### src/design/contact_impulse_cache_unit_defines.svh
// Assertion macros for the contact impulse cache unit.
`ifndef CONTACT_IMPULSE_CACHE_UNIT_DEFINES_SVH
`define CONTACT_IMPULSE_CACHE_UNIT_DEFINES_SVH

// The consequent must hold in the same cycle as the antecedent.
`define CIC_ASSERT_NOW(label, ante, cons, msg) \
	label: assert property (@(posedge clk) disable iff (!arst_n) (ante) |-> (cons)) \
		else $error(msg);

// The consequent must hold in the cycle after the antecedent.
`define CIC_ASSERT_NEXT(label, ante, cons, msg) \
	label: assert property (@(posedge clk) disable iff (!arst_n) (ante) |=> (cons)) \
		else $error(msg);

`endif

### src/design/cic_pkg.sv
// Types and constants of the contact impulse cache.
`timescale 1ns / 1ps

package cic_pkg;

	localparam int unsigned ENTRIES_DEF = 64;
	localparam int unsigned POINTS_DEF  = 4;

	localparam int unsigned KEY_W  = 64;
	localparam int unsigned WORD_W = 32;
	localparam int unsigned CNT_W  = 4;
	localparam int unsigned RCNT_W = 7;

	localparam logic [2:0] KIND_LOOKUP = 3'd0;
	localparam logic [2:0] KIND_STORE  = 3'd1;
	localparam logic [2:0] KIND_BEGIN  = 3'd2;
	localparam logic [2:0] KIND_SWEEP  = 3'd3;
	localparam logic [2:0] KIND_CLEAR  = 3'd4;

	typedef enum logic [2:0] {
		ST_INIT,
		ST_IDLE,
		ST_SCAN,
		ST_POINTS,
		ST_WRITE,
		ST_DONE
	} state_t;

	typedef struct packed {
		logic              valid;
		logic [KEY_W-1:0]  key;
		logic [CNT_W-1:0]  cnt;
		logic [WORD_W-1:0] stamp;
	} entry_t;

	typedef struct packed {
		logic [WORD_W-1:0] feature;
		logic [WORD_W-1:0] normal;
		logic [WORD_W-1:0] tan_a;
		logic [WORD_W-1:0] tan_b;
	} point_t;

endpackage

### src/design/cic_ram.sv
// Simple dual-port RAM with one write port and one registered read port.
`timescale 1ns / 1ps

module cic_ram import cic_pkg::*; #(
	parameter int unsigned WIDTH = 8,
	parameter int unsigned DEPTH = 2
) (
	input  logic                     clk,
	input  logic                     we,
	input  logic [$clog2(DEPTH)-1:0] waddr,
	input  logic [WIDTH-1:0]         wdata,
	input  logic [$clog2(DEPTH)-1:0] raddr,
	output logic [WIDTH-1:0]         rdata
);

	logic [WIDTH-1:0] mem [DEPTH];

	always_ff @(posedge clk) begin
		if (we) begin
			mem[waddr] <= wdata;
		end
	end

	always_ff @(posedge clk) begin
		rdata <= mem[raddr];
	end

endmodule

### config.mk
export PLATFORM = sky130hd
export DESIGN_NAME = cic_ram
export DESIGN_NICKNAME = d
export VERILOG_FILES = /design/src/design/contact_impulse_cache_unit_defines.svh /design/src/design/cic_pkg.sv /design/src/design/cic_ram.sv
export SDC_FILE = /design/constraint.sdc
export NUM_CORES = 1
export LEC_CHECK = 0
export BUFFER_PORTS_ARGS = -buffer_cell sky130_fd_sc_hd__buf_2
export CAP_MARGIN = 20
export CORE_AREA = 2 2 46 48
export CTS_BUF_LIST = sky130_fd_sc_hd__clkbuf_8
export CTS_CLUSTER_SIZE = 8
export DETAILED_ROUTE_END_ITERATION = 8
export DIE_AREA = 0 0 48 50
export SLEW_MARGIN = 20
export SYNTH_ARGS = -nofsm -noshare
export SYNTH_HDL_FRONTEND = slang
export SYNTH_SLANG_ARGS = --single-unit
export TNS_END_PERCENT = 30
### constraint.sdc
create_clock -name clk -period 1.8 [get_ports clk]
set_input_delay 0.18 -clock clk [delete_from_list [all_inputs] [get_ports clk]]
set_output_delay 0.18 -clock clk [all_outputs]
set_load 0.02 [all_outputs]
# --- Yosys cells after proc, flatten, opt, wreduce, memory -nomap -nowiden ---
# Memories as Yosys holds them, arrays and structs flattened. A register that Yosys moved wholly into a read port is not among the register bits.
# Cells that the tools add are included.
word_totals:
  in_bits: 12
  output_inout_bits: 8
  n_memories: 1
  wordCells: 3
  register_bits: 0
  ram_bits: 16
mem_list:
  columns: ["name", "depth", "width", "rd", "rd_ports_with_merged_regs", "wr", "line_no", "text"]
  rows:
  - ["mem", 2, 8, 1, 1, 1, "cic_ram.sv:16", "logic [WIDTH-1:0] mem [DEPTH];"]
classes:
  muxes: 2
op_table:
  columns: ["cell", "count"]
  rows:
  - ["$mux W1", 2]

# --- Depth between registers and ports, before layout ---
# Gate-level depths: netlist of run 1.
logic_depth:
  ltp_word: 2
  mapped_depth: 2
  mapped_depth_nobuf: 1

# --- Worst setup path after synthesis of run 1 ---
# OpenSTA, ideal clock, no wires.
synth_path:
  path_type: "input port to flip-flop"
  from: "input we"
  to: "memory mem[0][0] (enable)"
  path_slack_ns: 0.827
  path_buffers: 0
  required_time_ns: 1.427
  setup_ns: 0.373
  arrival_ns: 0.600
  stages: 1
  cell_sequence: "nor2b_1"
synth_via:
  elab_chain_len: 2
synth_rtl:
  columns: ["item", "line_no", "text"]
  rows:
  - ["from (decl)", "cic_ram.sv:9", "input logic we,"]
  - ["$mux W1", "cic_ram.sv:19", "if (we) begin"]
  - ["$mux W1 (not written as such)", "cic_ram.sv:20", "mem[waddr] <= wdata;"]
  - ["to (decl)", "cic_ram.sv:16", null]
# No other way between the ends.

# --- Worst setup path after layout of run 1 ---
layout_path:
  from: "register rdata[5] (read register of mem)"
  to: "output rdata[5]"
layout_lines:
  columns: ["item", "line_no", "text"]
  rows:
  - ["from (decl)", "cic_ram.sv:13", "output logic [WIDTH-1:0] rdata"]
# No word-level cell between the ends.

==> results of run 1 <==
## flip-flops by register name, indices dropped and copies added, names as in the netlist
signal and cells:
rdata 8, mem 16
## metrics by stage
stage                     hold slack, ns  instances  cell area [um^2]  power, W
final                              0.106         85               955   0.00103
after floorplan                    0.279         35               785  0.000712
after CTS                          0.101         85               955   0.00105
after detailed placement           0.372         81               910  0.000746
after global placement             0.370         81               910  0.000745
after global routing              0.0982         85               955   0.00108
## report_power, final
part | switching (W) | internal [W] | total [W]
Sequential | 0.00000844 | 0.000631 | 0.000639
Combinational | 0.0000462 | 0.0000457 | 0.0000919
Clock | 0.000148 | 0.000152 | 0.000300
Total | 0.000203 | 0.000828 | 0.00103
## final cells by class
| class | count | area [um^2] | share of cell area |
|---|---|---|---|
| sequential | 24 | 641 | 0.671 |
| multi-input combinational | 10 | 133 | 0.139 |
| clock inverter | 1 | 3.75 | 0.00393 |
| tap | 27 | 33.8 | 0.0354 |
| clock buffer | 3 | 41.3 | 0.0433 |
| timing repair buffer | 20 | 103 | 0.107 |
## layout by cell type (no fill, tap or decap)
master	count
buf_2	19
edfxtp_1	16
mux2_4	8
dfxtp_1	8
clkbuf_8	3
nor2b_1	1
and2_1	1
clkinv_1	1
buf_4	1
## layer usage
metal	GRT usage	wire length, um	up-vias
met3	0.0330	57	0
met2	0.147	483	13
met5	0	0	-
li1	-	-	175
met1	0.0837	319	174
met4	0.0541	0	0
## worst max-delay path by stage
stage / from / to / slack, ns / cells after the start
6_report: rdata[5] / rdata[5] / 0.91 / 1
3_3_place_gp: waddr / mem[1][3] / 0.85 / 2
3_5_place_dp: waddr / mem[1][2] / 0.83 / 2
5_1_grt: rdata[2] / rdata[2] / 0.85 / 1
2_1_floorplan: we / mem[0][0] / 0.83 / 1
4_1_cts: rdata[6] / rdata[6] / 0.89 / 1
## kinds of logic after synthesis
kind of cell / count (synthesis) / synth area share
flip-flops: 24 / 0.817
multiplexers: 8 / 0.153
AND/OR/NAND/NOR: 2 / 0.0160
buffers and inverters: 1 / 0.0144
==> flow_metrics.env, run 1 <==
export IMPL_hold_start="wdata[1]"
export IMPL_grt_max_degree=14
export IMPL_dieWidth_um=48
export IMPL_crit_slowest_cell="dfxtp_1"
export IMPL_tns_ns=0
export IMPL_cellPowerDensity_mw_per_mm2=1080
export IMPL_viasPerCell=4.26
export IMPL_r2r_slack_ns=1.05
export IMPL_finalCoreUtilization=0.502
export IMPL_synth_nets=47
export IMPL_drive_gt1_frac=0.534
export IMPL_critical_path_top_delay_family="flip-flops"
export IMPL_die_y_um=50
export IMPL_synth_area_um2=785
export IMPL_finalMaxSlewViolations=0
export IMPL_setup_viol=0
export IMPL_synthTopCellsByCount="16 x edfxtp_1, 8 x dfxtp_1, 8 x mux2_4"
export IMPL_async_flop_share=0
export IMPL_io_pins=20
export IMPL_worstSetupStartpointType="register"
export IMPL_cp_num_buf_inv=1
export IMPL_syn_avg_cell_area_um2=22.4
export IMPL_cts_tree="built"
export IMPL_nFillCells=167
export IMPL_cts_buffers=3
export IMPL_cts_sinks=24
export IMPL_ant_nets=0
export IMPL_yosysMostFrequentCell="edfxtp_1"
export IMPL_synth_flop_cell="edfxtp_1"
export IMPL_grt_pass1_wl_um=1370
export IMPL_cts_setup_buffers=0
export IMPL_initial_core_util=0.412
export IMPL_cts_resized=0
export IMPL_hold_viol_final=0
export IMPL_cp_arrival_ns=0.71
export IMPL_drt_iter0_drc=5
export IMPL_min_to="mem[1][1]"
export IMPL_cpPeakStageDelay_ns=0.31
export IMPL_cts_hold_buf=0
export IMPL_ir_drop_mv=0.549
export IMPL_io_buffers=19
export IMPL_ys_seq_area_frac=0.817
export IMPL_via_count=362
export IMPL_relSlewSlack=0.755
export IMPL_worst_hold_path_type="in -> reg"
export IMPL_leakage_nw=0.391
export IMPL_max_freq_mhz=1120
export IMPL_num_rows=16
export IMPL_dr_pass1_iters=4
export IMPL_yosys_top_cells_area="edfxtp_1 61%, dfxtp_1 20%, mux2_4 15%"
export IMPL_wl_per_cell_um=10.1
export IMPL_path_class="reg -> out"
export IMPL_yosys_area_top_type="edfxtp_1"
export IMPL_critPathMaxFanout=1
export IMPL_grt_pass1_vias=371
export IMPL_fin_skew_ns=0.00210
export IMPL_ys_seq_elements=24
export IMPL_synth_edf_count=16
export IMPL_synth_top_cell_area_share=0.612
export IMPL_wl_um=861
export IMPL_clockBufferDepth=2
export IMPL_path_clk_slew_ns=0.08
export IMPL_diodes=0
export IMPL_synthCells=35
export IMPL_antenna_found_initial=0
export IMPL_rsz0062_at_grt="no"
export IMPL_min_period_ns=0.895
export IMPL_nets=71
export IMPL_reg2reg_to="rdata[1]"
export IMPL_critical_path_cell_chain="buf_2"
export IMPL_gp_congestion=0.616
export IMPL_drv_cap=0
export IMPL_core_area_mm2=0.00190
export IMPL_reg2reg_from="mem[0][1]"
export IMPL_post_route_period_util=0.497
export IMPL_crit_required_ns=1.62
export IMPL_hold_depth=1
export IMPL_synthToLayoutAreaGrowth_pct=21.7
export IMPL_drc=0
export IMPL_reg2regPathDepth=1
export IMPL_cts_max_level=1
export IMPL_die_area_mm2=0.00240
export IMPL_yosysWarnings=0
export IMPL_worst_pin_slew_ns=0.367
export IMPL_synth_cell_types=6
export IMPL_place_ws_ns=0.831
export IMPL_setup_slack_ns=0.905
export IMPL_grt_util_all_layers=0.0873
export IMPL_cts_root_buf="clkbuf_8"
export IMPL_crit_path_end_kind="output port"
export IMPL_clk_latency_ns=0.25
export IMPL_grt_ovfl_total=0
export IMPL_status="finished clean"
(Power assumes the default switching activity.)
==> inputs of run 2 (changes only) <==
--- a/config.mk
+++ b/config.mk
@@ -5,6 +5,7 @@
 export SDC_FILE = /design/constraint.sdc
 export NUM_CORES = 1
 export LEC_CHECK = 0
+export ABC_AREA = 1
 export BUFFER_PORTS_ARGS = -buffer_cell sky130_fd_sc_hd__buf_2
 export CAP_MARGIN = 20
 export CORE_AREA = 2 2 46 48
@@ -12,6 +13,7 @@
 export CTS_CLUSTER_SIZE = 8
 export DETAILED_ROUTE_END_ITERATION = 8
 export DIE_AREA = 0 0 48 50
+export PLACE_DENSITY = 0.66
 export SLEW_MARGIN = 20
 export SYNTH_ARGS = -nofsm -noshare
 export SYNTH_HDL_FRONTEND = slang
==> constraint.sdc (replaced) <==
create_clock -name clk -period 0.8 [get_ports clk]
set_input_delay 0.08 -clock clk [delete_from_list [all_inputs] [get_ports clk]]
set_output_delay 0.08 -clock clk [all_outputs]
set_load 0.02 [all_outputs]
==> run 2 against run 1 <==
Sequential power is 130% higher. Synthesized cell count up 54%. Critical path depth stayed put. Largest cell class unchanged.
==> flow_metrics.env, run 2 <==
export IMPL_yosys_top_cells_area="edfxtp_1 63%, dfxtp_1 21%, nand2_1 12%"
export IMPL_cts_buffers=3
export IMPL_io_buffers=19
export IMPL_crit_required_ns=0.72
export IMPL_final_area_mm2=0.00101
export IMPL_drc=0
export IMPL_synthCells=54
export IMPL_gp_congestion=0.669
export IMPL_cts_tree="built"
export IMPL_ys_seq_area_frac=0.842
export IMPL_drt_iter0_drc=4
export IMPL_cp_arrival_ns=0.70
export IMPL_synthToLayoutAreaGrowth_pct=32.4
export IMPL_synth_area_um2=761
export IMPL_dr_pass1_iters=2
export IMPL_final_cell_mix="25 x nand2_1, 16 x edfxtp_1, 11 x buf_2"
export IMPL_hold_viol_final=0
export IMPL_worstSetupStartpointType="register"
export IMPL_crit_slowest_cell="dfxtp_1"
export IMPL_clk_latency_ns=0.25
export IMPL_reg_top3="mem x16, rdata x8"
export IMPL_min_period_ns=0.784
export IMPL_synth_flop_cell="edfxtp_1"
export IMPL_critical_path_cell_chain="buf_6"
export IMPL_yosysWarnings=0
export IMPL_crit_path_end_kind="output port"
export IMPL_post_dp_hpwl_um=735
export IMPL_status="finished clean"
export IMPL_dp_cells=101
export IMPL_initial_core_util=0.400
export IMPL_cp_num_buf_inv=1
export IMPL_placed_area_um2=908
export IMPL_cts_root_buf="clkbuf_8"
export IMPL_path_clk_slew_ns=0.08
export IMPL_cts_setup_buffers=0
export IMPL_rsz0062_at_grt="yes"
export IMPL_num_rows=16
export IMPL_grt_ovfl_total=0
export IMPL_synth_nets=66
export IMPL_via_count=443
export IMPL_critical_path_top_delay_family="flip-flops"
export IMPL_wl_um=1110
export IMPL_wl_per_cell_um=10.6
export IMPL_cts_sinks=24
export IMPL_final_common_cell="nand2_1"
export IMPL_clockBufferDepth=2
export IMPL_worst_hold_path_type="in -> reg"
export IMPL_dieWidth_um=48
export IMPL_viasPerCell=4.22
export IMPL_ir_drop_mv=1.01
export IMPL_die_area_mm2=0.00240
export IMPL_largest_register="mem"
export IMPL_synth_edf_count=16
export IMPL_path_class="reg -> out"
export IMPL_grt_pass1_wl_um=1790
export IMPL_synth_cell_types=7
export IMPL_cts_max_level=1
export IMPL_yosys_area_top_type="edfxtp_1"
export IMPL_final_cells=105
export IMPL_grt_util_all_layers=0.111
export IMPL_setup_viol=0
export IMPL_r2r_slack_ns=0.20
export IMPL_cellPowerDensity_mw_per_mm2=2350
export IMPL_finalMaxSlewViolations=0
export IMPL_io_pins=20
export IMPL_diodes=0
export IMPL_cpPeakStageDelay_ns=0.33
export IMPL_async_flop_share=0
export IMPL_max_freq_mhz=1280
export IMPL_leakage_nw=0.438
export IMPL_synth_top_cell_area_share=0.632
export IMPL_post_route_period_util=0.980
export IMPL_yosysMostFrequentCell="nand2_1"
export IMPL_core_area_mm2=0.00190
export IMPL_largest_reg_flops=16
export IMPL_ys_seq_elements=24
export IMPL_worst_pin_slew_ns=0.180
export IMPL_syn_avg_cell_area_um2=14.1
export IMPL_finalCoreUtilization=0.530
export IMPL_drive_gt1_frac=0.410
export IMPL_critPathMaxFanout=1
export IMPL_die_y_um=50
export IMPL_grt_pass1_vias=456
export IMPL_antenna_found_initial=0
export IMPL_fin_skew_ns=0.000612
export IMPL_nets=91
export IMPL_grt_max_degree=14
export IMPL_ant_nets=0
export IMPL_drv_cap=0
export IMPL_hold_ws_ns=0.00886
export IMPL_tns_ns=0
export IMPL_relSlewSlack=0.880
export IMPL_synthTopCellsByCount="25 x nand2_1, 16 x edfxtp_1, 8 x dfxtp_1"
==> run 2: cell types whose count changed after synthesis <==
cell and delta:
nor2b_1 -1, and2_1 -1, nor2_1 +1, inv_2 +1, mux2_4 -8, nand2_1 +25, inv_1 +2
==> run 2: power by group <==
group | leakage (nW) | total (W) | switching, W | internal [W]
combinational | 0.196 | 0.000233 | 0.000120 | 0.000113
clock | 0.0231 | 0.000686 | 0.000344 | 0.000342
sequential | 0.218 | 0.00145 | 0.0000283 | 0.00142
total | 0.438 | 0.00237 | 0.000493 | 0.00188
==> run 2: repair_timing <==
item                                   CTS  global route
setup endpoints to repair                5             7
endpoints found under the hold margin    0             0
cloned                                   0             0
hold buffers                             0             0
resized for setup                        5            16
==> run 2: area by class of cell <==
cell class / count / area, um^2
multi-input cells: 26 / 100
inverters: 3 / 11.3
repair buffers: 21 / 169
clock inverters: 1 / 3.75
flip-flops and latches: 24 / 648
clock buffers: 3 / 41.3
well taps: 27 / 33.8
fillers: 171 / 895
==> run 2: metrics by stage <==
step / setup slack (ns) / total power, W
finish: 0.0158 / 0.00237
global route: -0.00821 / 0.00248
CTS: 0.00137 / 0.00237
detailed placement: 0.0451 / 0.00166
global placement: 0.0582 / 0.00166
floorplan: 0.113 / 0.00157
==> run 2: kinds of logic (layout without fill, tap and decap cells) <==
group	count (synthesis)	count (layout)	share of synthesized area
and+or+nand+nor	26	26	0.128
DFF	24	24	0.842
buffers and inverters	4	28	0.0296
==> run 2: routing by layer <==
metal,track usage,vias to the layer above,share of wire
met1,0.104,204,0.41
met5,0,-,0
met4,0.0676,0,0.015
met3,0.0220,2,0.049
li1,-,223,-
met2,0.202,14,0.53
==> run 2: worst paths after layout <==
| kind | startpoint | cells after the start | endpoint |
|---|---|---|---|
| setup reg to reg | mem[0][1] | 2 | rdata[1] |
| setup / recovery | rdata[1] | 1 | rdata[1] |
| hold / removal | wdata[6] | 1 | mem[1][6] |
| hold reg to reg | mem[0][3] | 2 | rdata[3] |
==> inputs of run 3 (changes only) <==
--- a/config.mk
+++ b/config.mk
@@ -5,7 +5,6 @@
 export SDC_FILE = /design/constraint.sdc
 export NUM_CORES = 1
 export LEC_CHECK = 0
-export ABC_AREA = 1
 export BUFFER_PORTS_ARGS = -buffer_cell sky130_fd_sc_hd__buf_2
 export CAP_MARGIN = 20
 export CORE_AREA = 2 2 46 48
@@ -13,7 +12,7 @@
 export CTS_CLUSTER_SIZE = 8
 export DETAILED_ROUTE_END_ITERATION = 8
 export DIE_AREA = 0 0 48 50
-export PLACE_DENSITY = 0.66
+export PLACE_DENSITY = 0.67
 export SLEW_MARGIN = 20
 export SYNTH_ARGS = -nofsm -noshare
 export SYNTH_HDL_FRONTEND = slang
==> run 3 against run 2 <==
Non-clock buffer count is 4 higher. Sequential power hardly changed. Worst hold slack hardly changed. Critical endpoint is now rdata[6]. Highest routed layer is now met3. Utilization is 2.8 points higher. Sequential cell count stayed put. Count of clock-buffer cells in the layout stayed put. Maximum frequency is 0.90% higher. Sequential share of layout area is 3.0 points lower. Critical path type unchanged. Combinational power is 15% higher. Final cell count is 14% lower. Clock skew is 0.0015 ns higher.
==> flow_metrics.env, run 3 (synthesis gave the netlist of run 1 again) <==
export IMPL_status="finished clean"
export IMPL_clockBufferDepth=2
export IMPL_num_rows=16
export IMPL_dieWidth_um=48
export IMPL_dr_pass1_iters=2
export IMPL_wl_per_cell_um=10.6
export IMPL_nets=76
export IMPL_cpPeakStageDelay_ns=0.32
export IMPL_setup_viol=0
export IMPL_drt_met1_wl_um=377
export IMPL_fin_skew_ns=0.00207
export IMPL_ir_drop_mv=1.06
export IMPL_place_ws_ns=0.0253
export IMPL_finalMaxSlewViolations=0
export IMPL_cts_max_level=1
export IMPL_worstSetupStartpointType="register"
export IMPL_drt_iter0_drc=6
export IMPL_synthToLayoutAreaGrowth_pct=35.1
export IMPL_min_period_ns=0.777
export IMPL_route_top_layer_used="met3"
export IMPL_path_clk_slew_ns=0.08
export IMPL_io_pins=20
export IMPL_cellPowerDensity_mw_per_mm2=2270
export IMPL_critical_path_cell_chain="buf_6"
export IMPL_cts_buffers=3
export IMPL_crit_path_end_kind="output port"
export IMPL_drc=0
export IMPL_reg2regPathDepth=1
export IMPL_initial_core_util=0.412
export IMPL_max_freq_mhz=1290
export IMPL_cts_sinks=24
export IMPL_reg2reg_from="mem[0][6]"
export IMPL_die_y_um=50
export IMPL_clk_latency_ns=0.26
export IMPL_viasPerCell=4.09
export IMPL_critical_path_top_delay_family="flip-flops"
export IMPL_cp_arrival_ns=0.70
export IMPL_wl_met3_um=52
export IMPL_grt_ovfl_total=0
export IMPL_setup_slack_ns=0.0228
export IMPL_crit_slowest_cell="dfxtp_2"
export IMPL_cts_setup_buffers=0
export IMPL_leakage_nw=0.433
export IMPL_drv_cap=0
export IMPL_hold_viol_final=0
export IMPL_nFillCells=152
export IMPL_gp_congestion=0.632
export IMPL_drive_gt1_frac=0.683
export IMPL_via_count=368
export IMPL_final_cell_mix="16 x edfxtp_1, 11 x buf_2, 8 x mux2_4, 8 x buf_6, 8 x dfxtp_2"
export IMPL_grt_max_degree=14
export IMPL_cts_root_buf="clkbuf_8"
export IMPL_min_to="mem[1][3]"
export IMPL_final_cells=90
export IMPL_diodes=0
export IMPL_hold_depth=1
export IMPL_hold_start="wdata[3]"
export IMPL_relSlewSlack=0.834
export IMPL_cts_tree="built"
export IMPL_io_buffers=19
export IMPL_reg_top3="mem x16, rdata x8"
export IMPL_critPathMaxFanout=1
export IMPL_core_area_mm2=0.00190
export IMPL_final_common_cell="edfxtp_1"
export IMPL_worst_hold_path_type="in -> reg"
export IMPL_largest_reg_flops=16
export IMPL_cp_num_buf_inv=1
export IMPL_grt_pass1_vias=342
export IMPL_rsz0062_at_grt="yes"
export IMPL_p_total_w=0.00241
export IMPL_dp_cells=84
export IMPL_grt_util_all_layers=0.0836
export IMPL_tns_ns=0
export IMPL_ant_nets=0
export IMPL_r2r_slack_ns=0.04
export IMPL_crit_required_ns=0.72
export IMPL_grt_pass1_wl_um=1410
export IMPL_antenna_found_initial=0
export IMPL_reg2reg_to="rdata[6]"
export IMPL_worst_pin_slew_ns=0.250
export IMPL_largest_register="mem"
export IMPL_wl_um=955
export IMPL_path_class="reg -> out"
export IMPL_hold_ws_ns=0.00893
export IMPL_detailroute_wirelength_met2_um=525
export IMPL_die_area_mm2=0.00240
export IMPL_post_route_period_util=0.972
## run 3: cell types whose count changed in the layout (fill, tap and decap cells not counted), moves of 2 or more
cell	before	now
nand2_1	25	0
inv_1	2	0
mux2_4	0	8
buf_4	2	4
dfxtp_2	6	8
dlygate4sd3_1	0	2
dfxtp_1	2	0
## run 3: worst max path at each step
stage          startpoint  endpoint  slack [ns]  cells past startpoint
6_report         rdata[6]  rdata[6]        0.02                      1
5_1_grt          rdata[6]  rdata[6]       -0.01                      1
4_1_cts          rdata[7]  rdata[7]       0.002                      1
3_5_place_dp        raddr  rdata[1]        0.03                      2
3_3_place_gp        raddr  rdata[2]        0.05                      2
2_1_floorplan   mem[0][0]  rdata[0]        0.09                      1
## run 3: power by group
group,total (W),switching [W],internal [W]
Combinational,0.000268,0.000105,0.000162
Sequential,0.00146,0.0000305,0.00143
Clock,0.000682,0.000341,0.000342
Total,0.00241,0.000477,0.00193
## run 3: per-layer routing
| metal | GRT usage | up-vias |
|---|---|---|
| met5 | 0 | - |
| met4 | 0.0270 | 0 |
| met3 | 0.0220 | 0 |
| met2 | 0.140 | 15 |
| met1 | 0.100 | 169 |
| li1 | - | 184 |
## run 3: layout make-up
class | instances | area, um^2 | area share
Sequential cell | 24 | 651 | 0.614
Timing Repair Buffer | 25 | 195 | 0.184
Multi-Input combinational cell | 10 | 135 | 0.128
Clock buffer | 3 | 41.3 | 0.0390
Tap cell | 27 | 33.8 | 0.0319
Clock inverter | 1 | 3.75 | 0.00354
## run 3: timing repair
action                     CTS  global route
setup endpoints to repair    6             8
pin swaps                    0             0
gates resized for setup      6            18
hold buffers                 1             1
hold endpoints to repair     2             2
## run 3: through the flow
step	utilization	area, um^2
after CTS	0.528	1000
after floorplan	-	787
final	0.557	1060
after global placement	0.491	935
after detailed placement	0.491	935
after global routing	0.557	1060
